**src/hw/rtl/lsmm_pkg.sv**
```systemverilog
// Package for the Latin square Markov mover: item and result types, cube
// geometry, cell value codes, state and axis enums, and the cell address map.
// Depends on nothing.
package lsmm_pkg;

  localparam int ORDER   = 10;
  localparam int CELLS   = ORDER * ORDER * ORDER;
  localparam int ADDR_W  = $clog2(CELLS);
  localparam int COORD_W = 4;
  localparam int CUBE_W  = 2;
  localparam int BUMPS   = 8;
  localparam int BUMP_W  = $clog2(BUMPS);

  localparam logic [CUBE_W-1:0] CV_ZERO = 2'b00;
  localparam logic [CUBE_W-1:0] CV_ONE  = 2'b01;
  localparam logic [CUBE_W-1:0] CV_NEG  = 2'b11;

  typedef struct packed {
    logic               mode;
    logic [COORD_W-1:0] pick_row;
    logic [COORD_W-1:0] pick_col;
    logic [COORD_W-1:0] pick_sym;
    logic               coin_row;
    logic               coin_col;
    logic               coin_sym;
  } item_t;

  typedef struct packed {
    logic               moved;
    logic               is_proper;
    logic               found;
    logic [COORD_W-1:0] symbol;
  } result_t;

  typedef struct packed {
    logic              we;
    logic [ADDR_W-1:0] waddr;
    logic [CUBE_W-1:0] wdata;
    logic [ADDR_W-1:0] raddr;
  } mem_req_t;

  typedef enum logic [2:0] {
    ST_CLEAR,
    ST_IDLE,
    ST_BASE_RD,
    ST_BASE_CHK,
    ST_SCAN,
    ST_BUMP_RD,
    ST_BUMP_WR,
    ST_DONE
  } state_t;

  typedef enum logic [1:0] {
    AX_ROW,
    AX_COL,
    AX_SYM
  } axis_t;

  localparam logic MODE_STEP = 1'b0;

  function automatic logic [ADDR_W-1:0] cell_addr(input logic [COORD_W-1:0] r,
                                                  input logic [COORD_W-1:0] c,
                                                  input logic [COORD_W-1:0] s);
    return ADDR_W'((int'(r) * ORDER + int'(c)) * ORDER + int'(s));
  endfunction

endpackage

```
**src/hw/rtl/lsmm_ram.sv**
```systemverilog
// Generic simple dual-port RAM with one write port and a registered read port.
// Depends on nothing.
module lsmm_ram #(
  parameter int WIDTH = 2,
  parameter int DEPTH = 1000,
  localparam int AW = $clog2(DEPTH)
) (
  input  logic             clk,
  input  logic             we,
  input  logic [AW-1:0]    waddr,
  input  logic [WIDTH-1:0] wdata,
  input  logic [AW-1:0]    raddr,
  output logic [WIDTH-1:0] rdata
);

  logic [WIDTH-1:0] mem [DEPTH];

  always_ff @(posedge clk) begin
    if (we) begin
      mem[waddr] <= wdata;
    end
    rdata <= mem[raddr];
  end

endmodule

```
**src/hw/rtl/lsmm_ctrl.sv**
```systemverilog
// Sequencer of the mover: clearing pass, line scans, and the eight
// read-modify-write updates on the cube memory. Depends on lsmm_pkg.
module lsmm_ctrl import lsmm_pkg::*; (
  input  logic              clk,
  input  logic              rst,
  input  item_t             item,
  input  logic              item_valid,
  output logic              item_ready,
  output result_t           res,
  output logic              res_valid,
  input  logic              res_ready,
  output mem_req_t          req,
  input  logic [CUBE_W-1:0] rdata
);

  localparam logic [COORD_W-1:0] LAST = COORD_W'(ORDER - 1);

  state_t state, state_next;
  axis_t  axis;

  logic [COORD_W-1:0] clr_r, clr_c, clr_s;
  logic [COORD_W-1:0] br, bc, bs;
  logic [COORD_W-1:0] ox, oy, oz;
  logic [COORD_W-1:0] bad_row, bad_col, bad_sym;
  logic [COORD_W-1:0] j, p_idx, pos, symbol;
  logic [BUMP_W-1:0]  bidx;
  logic               g_row, g_col, g_sym, rd_mode;
  logic               iss_done, p_vld, hit, improper, moved, found;

  logic [COORD_W:0]   clr_sum, clr_mod;
  logic               clr_last, clr_one;
  logic               pick_rc_ok, pick_ok;
  logic               data_one, gsel, hit_now, axis_end;
  logic [COORD_W-1:0] pos_now;
  logic [ADDR_W-1:0]  scan_addr, bump_addr;
  logic [CUBE_W-1:0]  bump_val;

  function automatic logic [CUBE_W-1:0] bump_sat(input logic [CUBE_W-1:0] v,
                                                 input logic up);
    logic signed [CUBE_W:0] sum;
    sum = $signed({v[CUBE_W-1], v}) + (up ? 3'sd1 : -3'sd1);
    if (sum > 3'sd1) begin
      return CV_ONE;
    end else if (sum < -3'sd1) begin
      return CV_NEG;
    end
    return sum[CUBE_W-1:0];
  endfunction

  assign clr_sum  = {1'b0, clr_r} + {1'b0, clr_c};
  assign clr_mod  = (clr_sum >= (COORD_W+1)'(ORDER)) ? clr_sum - (COORD_W+1)'(ORDER) : clr_sum;
  assign clr_one  = ({1'b0, clr_s} == clr_mod);
  assign clr_last = (clr_r == LAST) && (clr_c == LAST) && (clr_s == LAST);

  assign pick_rc_ok = (int'(item.pick_row) < ORDER) && (int'(item.pick_col) < ORDER);
  assign pick_ok    = pick_rc_ok && (int'(item.pick_sym) < ORDER);

  assign data_one = (rdata == CV_ONE);
  assign hit_now  = hit | (p_vld & data_one);
  assign pos_now  = (p_vld && data_one && (!hit || gsel)) ? p_idx : pos;
  assign axis_end = p_vld && (p_idx == LAST);

  always_comb begin
    case (axis)
      AX_ROW: begin
        scan_addr = cell_addr(j, bc, bs);
        gsel      = g_row;
      end
      AX_COL: begin
        scan_addr = cell_addr(br, j, bs);
        gsel      = g_col;
      end
      AX_SYM: begin
        scan_addr = cell_addr(br, bc, j);
        gsel      = g_sym;
      end
      default: begin
        scan_addr = cell_addr(br, bc, bs);
        gsel      = 1'b0;
      end
    endcase
  end

  // Bit 1 of the update index selects the other row, bit 0 the other column,
  // and the parity of the index the other symbol; the first four add one.
  assign bump_addr = cell_addr(bidx[1] ? ox : br, bidx[0] ? oy : bc, (^bidx) ? oz : bs);
  assign bump_val  = bump_sat(rdata, !bidx[BUMP_W-1]);

  assign item_ready = (state == ST_IDLE);
  assign res_valid  = (state == ST_DONE);

  always_comb begin
    res.moved     = moved;
    res.is_proper = !improper;
    res.found     = found;
    res.symbol    = symbol;
  end

  always_ff @(posedge clk) begin
    if (rst) begin
      state <= ST_CLEAR;
    end else begin
      state <= state_next;
    end
  end

  always_comb begin
    state_next = state;
    req.we     = 1'b0;
    req.waddr  = bump_addr;
    req.wdata  = bump_val;
    req.raddr  = scan_addr;
    case (state)
      ST_CLEAR: begin
        req.we    = 1'b1;
        req.waddr = cell_addr(clr_r, clr_c, clr_s);
        req.wdata = clr_one ? CV_ONE : CV_ZERO;
        if (clr_last) begin
          state_next = ST_IDLE;
        end
      end
      ST_IDLE: begin
        if (item_valid) begin
          if (item.mode != MODE_STEP) begin
            state_next = pick_rc_ok ? ST_SCAN : ST_DONE;
          end else if (improper) begin
            state_next = ST_SCAN;
          end else begin
            state_next = pick_ok ? ST_BASE_RD : ST_DONE;
          end
        end
      end
      ST_BASE_RD: begin
        req.raddr  = cell_addr(br, bc, bs);
        state_next = ST_BASE_CHK;
      end
      ST_BASE_CHK: begin
        state_next = (rdata == CV_ZERO) ? ST_SCAN : ST_DONE;
      end
      ST_SCAN: begin
        if (axis_end) begin
          if (!hit_now && !rd_mode) begin
            state_next = ST_DONE;
          end else if (axis == AX_SYM) begin
            state_next = rd_mode ? ST_DONE : ST_BUMP_RD;
          end
        end
      end
      ST_BUMP_RD: begin
        req.raddr  = bump_addr;
        state_next = ST_BUMP_WR;
      end
      ST_BUMP_WR: begin
        req.we     = 1'b1;
        state_next = (bidx == BUMP_W'(BUMPS - 1)) ? ST_DONE : ST_BUMP_RD;
      end
      ST_DONE: begin
        if (res_ready) begin
          state_next = ST_IDLE;
        end
      end
      default: begin
        state_next = ST_IDLE;
      end
    endcase
  end

  always_ff @(posedge clk) begin
    if (rst) begin
      clr_r    <= '0;
      clr_c    <= '0;
      clr_s    <= '0;
      improper <= 1'b0;
      bad_row  <= '0;
      bad_col  <= '0;
      bad_sym  <= '0;
      j        <= '0;
      iss_done <= 1'b0;
      p_vld    <= 1'b0;
      hit      <= 1'b0;
      bidx     <= '0;
    end else begin
      case (state)
        ST_CLEAR: begin
          if (clr_s == LAST) begin
            clr_s <= '0;
            if (clr_c == LAST) begin
              clr_c <= '0;
              clr_r <= clr_r + 1'b1;
            end else begin
              clr_c <= clr_c + 1'b1;
            end
          end else begin
            clr_s <= clr_s + 1'b1;
          end
        end
        ST_IDLE: begin
          if (item_valid) begin
            rd_mode  <= (item.mode != MODE_STEP);
            moved    <= 1'b0;
            found    <= 1'b0;
            symbol   <= '0;
            j        <= '0;
            iss_done <= 1'b0;
            p_vld    <= 1'b0;
            hit      <= 1'b0;
            bidx     <= '0;
            if (item.mode != MODE_STEP) begin
              axis  <= AX_SYM;
              br    <= item.pick_row;
              bc    <= item.pick_col;
              bs    <= '0;
              g_row <= 1'b0;
              g_col <= 1'b0;
              g_sym <= 1'b0;
            end else if (improper) begin
              axis  <= AX_ROW;
              br    <= bad_row;
              bc    <= bad_col;
              bs    <= bad_sym;
              g_row <= item.coin_row;
              g_col <= item.coin_col;
              g_sym <= item.coin_sym;
            end else begin
              axis  <= AX_ROW;
              br    <= item.pick_row;
              bc    <= item.pick_col;
              bs    <= item.pick_sym;
              g_row <= 1'b1;
              g_col <= 1'b1;
              g_sym <= 1'b1;
            end
          end
        end
        ST_SCAN: begin
          p_vld <= !iss_done;
          p_idx <= j;
          pos   <= pos_now;
          if (axis_end) begin
            j        <= '0;
            iss_done <= 1'b0;
            hit      <= 1'b0;
            case (axis)
              AX_ROW: begin
                ox   <= pos_now;
                axis <= AX_COL;
              end
              AX_COL: begin
                oy   <= pos_now;
                axis <= AX_SYM;
              end
              default: begin
                oz <= pos_now;
              end
            endcase
            if (rd_mode) begin
              found  <= hit_now;
              symbol <= hit_now ? pos_now : '0;
            end
          end else begin
            hit <= hit_now;
            if (!iss_done) begin
              j <= j + 1'b1;
              if (j == LAST) begin
                iss_done <= 1'b1;
              end
            end
          end
        end
        ST_BUMP_WR: begin
          bidx <= bidx + 1'b1;
          if (bidx == BUMP_W'(BUMPS - 1)) begin
            moved    <= 1'b1;
            improper <= (bump_val == CV_NEG);
            if (bump_val == CV_NEG) begin
              bad_row <= ox;
              bad_col <= oy;
              bad_sym <= oz;
            end
          end
        end
        default: begin
        end
      endcase
    end
  end

endmodule

```
**src/hw/rtl/latin_square_markov_mover.sv**
```systemverilog
// Top level of the Latin square Markov mover: sequencer, cube memory and
// result register. Depends on lsmm_pkg, lsmm_ram and lsmm_ctrl.
//
//   channel   direction  handshake                     payload
//   item      in         item_valid / item_ready       item_t
//   result    out        result_valid / result_ready   result_t
//
// A proper step runs a base cell check, three line scans on the single cube
// read port, and eight read-modify-write updates, each a read state and a
// write state. An improper step skips the base check.
// After reset a clearing pass loads the cyclic square.
// A new item is taken while the last result still waits in the output register.
module latin_square_markov_mover import lsmm_pkg::*; (
  input  logic    clk,
  input  logic    rst,
  input  item_t   item,
  input  logic    item_valid,
  output logic    item_ready,
  output result_t result,
  output logic    result_valid,
  input  logic    result_ready
);

  result_t           res;
  logic              res_valid, res_ready;
  mem_req_t          req;
  logic [CUBE_W-1:0] rdata;

  lsmm_ctrl u_ctrl (
    .clk        (clk),
    .rst        (rst),
    .item       (item),
    .item_valid (item_valid),
    .item_ready (item_ready),
    .res        (res),
    .res_valid  (res_valid),
    .res_ready  (res_ready),
    .req        (req),
    .rdata      (rdata)
  );

  lsmm_ram #(
    .WIDTH (CUBE_W),
    .DEPTH (CELLS)
  ) u_cube (
    .clk   (clk),
    .we    (req.we),
    .waddr (req.waddr),
    .wdata (req.wdata),
    .raddr (req.raddr),
    .rdata (rdata)
  );

  assign res_ready = !result_valid || result_ready;

  always_ff @(posedge clk) begin
    if (rst) begin
      result_valid <= 1'b0;
    end else if (res_valid && res_ready) begin
      result_valid <= 1'b1;
    end else if (result_ready) begin
      result_valid <= 1'b0;
    end
  end

  always_ff @(posedge clk) begin
    if (res_valid && res_ready) begin
      result <= res;
    end
  end

endmodule

```
**config.mk**
```make
export PLATFORM = sky130hd
export DESIGN_NAME = latin_square_markov_mover
export DESIGN_NICKNAME = d
export VERILOG_FILES = /design/src/hw/rtl/lsmm_pkg.sv /design/src/hw/rtl/lsmm_ram.sv /design/src/hw/rtl/lsmm_ctrl.sv /design/src/hw/rtl/latin_square_markov_mover.sv
export SDC_FILE = /design/constraint.sdc
export NUM_CORES = 2
export LEC_CHECK = 0
export CAP_MARGIN = 20
export CORE_UTILIZATION = 25
export DETAILED_ROUTE_END_ITERATION = 7
export DONT_BUFFER_PORTS = 1
export PLACE_DENSITY = 0.35
export SETUP_SLACK_MARGIN = 0.3
export SKIP_LAST_GASP = 1
export SLEW_MARGIN = 40
export SYNTH_ARGS = -nofsm -noshare
export SYNTH_HDL_FRONTEND = slang
export SYNTH_HIERARCHICAL = 1
export SYNTH_SLANG_ARGS = --single-unit
```
**constraint.sdc**
```tcl
create_clock -name clk -period 41.3 [get_ports clk]
set_input_delay 0 -clock clk [delete_from_list [all_inputs] [get_ports clk]]
set_output_delay 0 -clock clk [all_outputs]
set_load 0.02 [all_outputs]
```
==> impl_metrics.tcl <==
set metrics [dict create \
    period_minus_slack_ns 7.07 \
    reg2reg_to "u_cube/rdata[1]$_DFF_P_" \
    cts_tree "done" \
    reg2regPathDepth 15 \
    overflow 0 \
    post_dp_cell_area_sq_mm 0.0965 \
    antenna_found_initial 38 \
    fin_skew_ns 0.0584 \
    irDropWorstVdd_mv 0.0329 \
    synth.avg_cell_area_sq_um 15.9 \
    core.rowCount 220 \
    hold_viol 0 \
    synthFlopType "edfxtp_1" \
    fin_area_sq_mm 0.104 \
    slew-limit-headroom_pct 35.7 \
    final_cell_mix "edfxtp_1, nor2_1, mux4_2, nand2_1, clkbuf_16" \
    cp_max_fo 27 \
    h-tree-depth 4 \
    timing.rr.start "u_ctrl/bidx[1]$_SDFFE_PP0P_" \
    grt_use_total_pct 18.3 \
    clock_path_buffers 4 \
    crit_top_cell "buf_4" \
    grt_max_degree 197 \
    setup_viol 0 \
    yosys_warnings 6 \
    required_ns 42.06 \
    wl_mm 337 \
    routed-via-count 52300 \
    critPathBufInv 3 \
    die_area_sq_mm 0.363 \
    fmax_ghz 0.142 \
    routabilityCongestion 0.800 \
    drt_iter0_markers 5205 \
    fin_crit_sh_pct 17.1 \
    worst_slew_pin_slew_ns 0.961 \
    clk_pin_slew_ns 0.06 \
    hold_path_depth 3 \
    hpwl_mm 207 \
    cts.sinks 2092 \
    cp_slowest_cell "a22oi_1" \
    worstPathCellList "ha_1 > xnor2_1 > mux2_2 > ha_1 > a221o_4 > buf_4 > buf_4 > nand2b_2 > buf_4 > o221ai_1 > a21oi_1 > a211oi_1 > o41a_1 > a22oi_1 > nand4_1" \
    cts_buffers 239 \
    synth-seq-cells 2092 \
    grt_pass1_vias 54100 \
    setup_tns_ns 0 \
    netlist_instances 5659 \
    layout.nets 5893 \
    crit_type "flop to flop" \
    reg2reg_slack_ns 34.23 \
    ys_types 81 \
    crit_family "compound AO/OA/AOI/OAI gates" \
    cts_resized 0 \
    clk_latency_ns 0.94 \
    final_common_cell "edfxtp_1" \
    portBuffers 0 \
    core_area_sq_mm 0.359 \
    drv_slew 0 \
    grt_pass1_wl_mm 462 \
    dp_slack_ns 34.13 \
    cp-end-kind "flop" \
    drive_above_1_share_pct 18.5 \
    route.detailed.drc 0 \
    worst_slack_ns 34.23 \
    cp_slowest_stage_delay_ns 0.68 \
    syn_nets 5817 \
    final_core_util_pct 29.1 \
    cp.arrival_ns 7.83 \
    syn_to_final_growth_pct 16.0 \
    p_leak_nw 32.2 \
    hp-class "input pin to flop" \
    power_mw 4.47 \
    syn_area_sq_mm 0.0901 \
    power.density_mw_per_mm2 42.8 \
    min_from "result_ready" \
    start_kind "flop" \
    ios 29 \
    routed_via_density 4.88 \
    die_w_um 602 \
    max_cap_violations 0 \
    wl_per_cell_um 31.5 \
    ys_async_sr_fraction_pct 0 \
    synth_seq_area_share_pct 69.3 \
    drt.antenna.violating_nets 0 \
    die_y_um 602 \
    status "complete, no violations" \
    cts_root_buffer "clkbuf_16" \
    dr.pass1.iters 5 \
    initial_utilization_pct 25.1 \
    holdPathEnd "result[2]$_DFFE_PP_" \
    rsz0062_at_grt "false" \
    synth-edff-count 2051 \
]
-- power by group --
| group | internal (mW) | total [mW] | leakage (nW) | switching [mW] |
|---|---|---|---|---|
| clock | 1.15 | 2.04 | 3.59 | 0.888 |
| sequential | 2.34 | 2.34 | 19.0 | 0.000770 |
| combinational | 0.0107 | 0.0807 | 9.53 | 0.0699 |
-- worst max path at each step --
stage,from,to,slack [ns],depth (start not counted)
2_1_floorplan,u_ctrl/clr_r[0]$_SDFFE_PP0P_,u_cube/mem[0][0]$_DFFE_PP_,6.53,10
3_3_place_gp,u_ctrl/axis[0]$_SDFFCE_PN0P_,u_cube/rdata[1]$_DFF_P_,33.80,14
3_5_place_dp,u_ctrl/bidx[1]$_SDFFE_PP0P_,u_cube/rdata[1]$_DFF_P_,34.13,15
4_1_cts,u_ctrl/bidx[1]$_SDFFE_PP0P_,u_cube/rdata[1]$_DFF_P_,34.14,15
5_1_grt,u_ctrl/bidx[1]$_SDFFE_PP0P_,u_cube/rdata[1]$_DFF_P_,33.92,15
6_report,u_ctrl/bidx[1]$_SDFFE_PP0P_,u_cube/rdata[1]$_DFF_P_,34.23,15
-- synthesized netlist by cell type (all sizes together) (53+ instances only) --
library cell  number  area share (%)
a21oi            137            0.77
a22oi             54            0.45
buf              172             1.1
clkbuf           232            0.97
edfxtp          2051              68
ha               116             1.6
inv               54            0.23
mux2              66            0.83
mux2i            178             2.0
mux4             432              11
nand2            250             1.0
nand3             73            0.41
nor2            1114             4.6
o21ai             53            0.29
o22ai             58            0.40
xnor2             60            0.60
-- area by class of cell --
type	count	area, sq um
fill	35700	254000
clock inverter	122	940
timing repair buffer	239	2230
tap	4773	5970
clock buffer	318	6390
inverter	54	206
antenna	8	20.0
multi-input combinational	3109	26300
sequential	2092	62400
-- per-layer routing --
metal,GRT usage [%],share of wire [%]
met1,25.5,45
met2,30.1,47
met3,2.76,5.6
met4,3.86,2.1
met5,0,0.0036
-- state kept, by name, summed over array words and instances, names as in the netlist, 2 cells and up --
register,flops
u_ctrl/oy,4
u_ctrl/clr_s,4
u_ctrl/bidx,3
u_ctrl/oz,4
u_ctrl/ox,4
u_ctrl/p_idx,4
u_ctrl/bad_row,4
u_ctrl/clr_r,4
u_ctrl/bc,4
u_ctrl/axis,2
u_ctrl/j,4
u_ctrl/symbol,4
u_ctrl/bs,4
u_ctrl/pos,4
result,7
u_ctrl/br,4
u_ctrl/state,3
u_cube/rdata,2
u_ctrl/bad_sym,4
u_cube/mem,2000
u_ctrl/bad_col,4
u_ctrl/clr_c,4
-- per-stage QoR --
stage / hold slack, ns / std cells
3_3_place_gp: 0.0702 / 10200
4_1_cts: 0.0244 / 10700
6_report: 0.105 / 10700
2_1_floorplan: 0.0624 / 5659
5_1_grt: 0.0724 / 10700
3_5_place_dp: 0.0734 / 10200
-- tightest hold or removal path, cell delays in order --
cell and delay [ns]:
dlygate4sd3_1 0.52, nand2b_4 0.14, and2_4 0.20
-- timing repair --
action / CTS / global route
hold endpoints to repair: 107 / 0
setup buffers: 0 / 0
hold buffers: 46 / 0
endpoints found under the setup margin: 0 / 0
-- cells by family after synthesis --
logic type | Yosys count | synth area share [%]
AOI/OAI and AO/OA | 511 | 3.81
xor gates and xnor gates | 108 | 1.09
adders and majority gates | 138 | 2.10
buffers and inverters | 458 | 2.31
DFF | 2092 | 69.3
muxes | 676 | 13.6
and+or+nand+nor | 1676 | 7.79
No activity file was read; power rests on OpenSTA's default activity.
